<file path="src/sv/iccm_ram.sv">
// generic single-port-write, single-port-read ram with registered read
module iccm_ram #(
  parameter int unsigned Width = 8,
  parameter int unsigned Depth = 16
) (
  input  logic                     clk_i,
  input  logic                     we_i,
  input  logic [$clog2(Depth)-1:0] waddr_i,
  input  logic [Width-1:0]         wdata_i,
  input  logic                     re_i,
  input  logic [$clog2(Depth)-1:0] raddr_i,
  output logic [Width-1:0]         rdata_o
);

  logic [Width-1:0] mem_q [Depth];

  always_ff @(posedge clk_i) begin
    if (we_i) begin
      mem_q[waddr_i] <= wdata_i;
    end
    if (re_i) begin
      rdata_o <= mem_q[raddr_i];
    end
  end

endmodule

</file>
<file path="config.mk">
export PLATFORM = sky130hd
export DESIGN_NAME = iccm_ram
export DESIGN_NICKNAME = d
export VERILOG_FILES = /design/src/sv/iccm_ram.sv
export SDC_FILE = /design/constraint.sdc
export NUM_CORES = 1
export LEC_CHECK = 0
export ABC_AREA = 1
export BUFFER_PORTS_ARGS = -buffer_cell sky130_fd_sc_hd__buf_4
export CORE_MARGIN = 4
export CORE_UTILIZATION = 63
export CTS_BUF_LIST = sky130_fd_sc_hd__clkbuf_4 sky130_fd_sc_hd__clkbuf_8 sky130_fd_sc_hd__clkbuf_16
export DETAILED_ROUTE_END_ITERATION = 8
export GPL_ROUTABILITY_DRIVEN = 0
export PLACE_DENSITY = 0.81
export SLEW_MARGIN = 20
export SYNTH_ARGS = -nofsm -noshare
export SYNTH_HDL_FRONTEND = slang
export SYNTH_SLANG_ARGS = --single-unit
</file>
<file path="constraint.sdc">
create_clock -name clk_i -period 2.9 [get_ports clk_i]
set_input_delay 0.58 -clock clk_i [delete_from_list [all_inputs] [get_ports clk_i]]
set_output_delay 0.58 -clock clk_i [all_outputs]
set_load 0.02 [all_outputs]
</file>
==> impl_metrics.ini <==
[outcome]
outcome = completed

[layout]
utilization_pct = 74.9
mostFrequentLayoutCell = nand2_1
postLayoutCellArea_um2 = 6660
drive_above_1_share_pct = 10.8
area_growth_syn_to_layout_pct = 13.9
final_cell_mix = nand2_1, edfxtp_1, inv_1, nand3_1, buf_4
final_cells = 698
diodes = 0
layout.nets = 596

[drt]
drtIter0Drc = 528
vias = 4002
wirelength_mm = 13.1
wire_per_inst_um = 18.8
dr.pass1.iters = 6
drc_errors = 0
viasPerCell = 5.73
antenna_left = 0

[critical_path]
cp-start-kind = register
timing.rr.start = mem_q[1][7]
crit_arrival_ns = 1.13
critical_path.slowest_cell = edfxtp_1
crit_family = flip-flops
crit_type = reg2out
crit_chain = buf_4
critPathMaxFanout = 1
end_kind = primary output
crit_buf_inv = 1
r2r_end = rdata_o[7]
cp_slowest_stage_delay_ns = 0.42
reg2regPathDepth = 6
worstPathRequired_ns = 2.32
r2r_setup_slack_ns = 1.70

[power_and_ir_drop]
p_switching_mw = 1.04
pwr-share-comb_pct = 6.0
p_per_area_nw_per_um2 = 711
clkPwrFrac_pct = 47.0
power_mw = 4.74
seq_power_share_pct = 47.1
p_int_mw = 3.69
max-vdd-ir-drop_mv = 0.561
power_leakage_nw = 2.87
netSwitchingFraction_pct = 22.0

[yosys]
syn_nets = 570
yosysUniqueCellTypes = 11
synth-seq-area-share_pct = 69.8
syn_area_per_cell_um2 = 10.6
synth_area_leaders = edfxtp_1, nand2_1, nand3_1, inv_1, buf_6
yosysTopAreaCellShare_pct = 69.8
ys_ff_latch = 136
synth_area_um2 = 5850
ys_warn_count = 0
syn_inst = 551
synth_area_leader_cell = edfxtp_1

[floorplanning]
fp.dieH_um = 104
fp.coreArea_um2 = 8890
row_count = 34
ios = 27
initial_utilization_pct = 65.8
die_w_um = 104
die_area_um2 = 10900

[timing]
worst_pin_slew_ns = 0.957
hold_ws_ns = 0.352
finalCritPeriodShare_pct = 59.0
finalSetupViolCount = 0
fmax_ghz = 0.585
hold_viol = 0
setup-tns-final_ns = 0
relSlewSlack_pct = 36.0
skew_ns = 0.00518
rsz0062_at_grt = false
fin_ws_ns = 1.19
drv_slew = 0
period_needed_ns = 1.71

[global_route]
grt_max_degree = 39
grt_pass1_vias = 3992
overflow = 0
grt_pass1_wl_mm = 20.8
track_usage_pct = 25.5
antenna_found_initial = 0

[worst_hold_path]
min_to = rdata_o[4]
min_from = re_i
hp-class = in2reg
worst_hold_path.num_cells = 1

[clock_network]
cts-root-buf = clkbuf_8
cts_tree = yes
cts_sinks = 136
cts_buffers = 17
clk_pin_slew_ns = 0.06
postCtsSetupBuffers = 0
cts_resized = 0
clkLatencyLatePin_ns = 0.54
cts.htree.levels = 4
cts_max_path_buffers = 2
hold_buffers = 0

[placement]
dpl.cell_count = 666
numPortBuffers = 26
place_ws_ns = 0.820
dp_hpwl_mm = 7.83
placed_cell_area_um2 = 6050

[job]
drv_cap = 0
metal layers:
metal	track usage (%)	share of wire, %	vias to the layer above
li1	-	-	1830
met5	0	0	-
met2	39.0	47	281
met3	7.51	12	34
met4	10.9	2.4	0
met1	34.3	39	1857
sequential cells by signal, indices dropped and copies added, names as in the netlist:
signal,flops
mem_q,128
rdata_o,8
cells in the mapped netlist:
| cell | count |
|---|---|
| buf_1 | 1 |
| buf_2 | 13 |
| buf_4 | 4 |
| buf_6 | 6 |
| edfxtp_1 | 136 |
| inv_1 | 100 |
| inv_2 | 2 |
| nand2_1 | 173 |
| nand3_1 | 97 |
| nand3b_1 | 2 |
| nor2_1 | 17 |
kinds of logic (layout without fill, tap and decap cells):
family | after synthesis | after routing | share of synthesized area, %
AND/OR/NAND/NOR | 289 | 289 | 20.8
flip-flops | 136 | 136 | 69.8
buffers and inverters | 126 | 165 | 9.39
power by group through the flow:
stage | logic (mW) | clock network [mW] | registers [mW]
final | 0.283 | 2.22 | 2.23
after global routing | 0.310 | 2.33 | 2.23
after CTS | 0.279 | 2.22 | 2.23
after detailed placement | 0.274 | 0 | 2.27
after global placement | 0.268 | 0 | 2.27
after floorplan | 0.155 | 0 | 2.28
cell type report:
class	instances	area, um2
flip-flops and latches	136	4080
fillers	535	2230
multi-input cells	289	1210
clock buffers	17	414
inverters	102	383
repair buffers	31	233
clock inverters	15	199
well taps	108	135
worst max-delay path by stage:
stage	to	slack, ns	start	depth (start not counted)
after detailed placement	mem_q[4][2]	0.82	waddr_i[3]	3
after global routing	rdata_o[6]	1.16	rdata_o[6]	1
after global placement	mem_q[7][6]	0.86	waddr_i[3]	3
after CTS	rdata_o[1]	1.19	rdata_o[1]	1
final	rdata_o[6]	1.19	rdata_o[6]	1
after floorplan	mem_q[10][0]	1.37	waddr_i[2]	2
(Power assumes the default switching activity.)
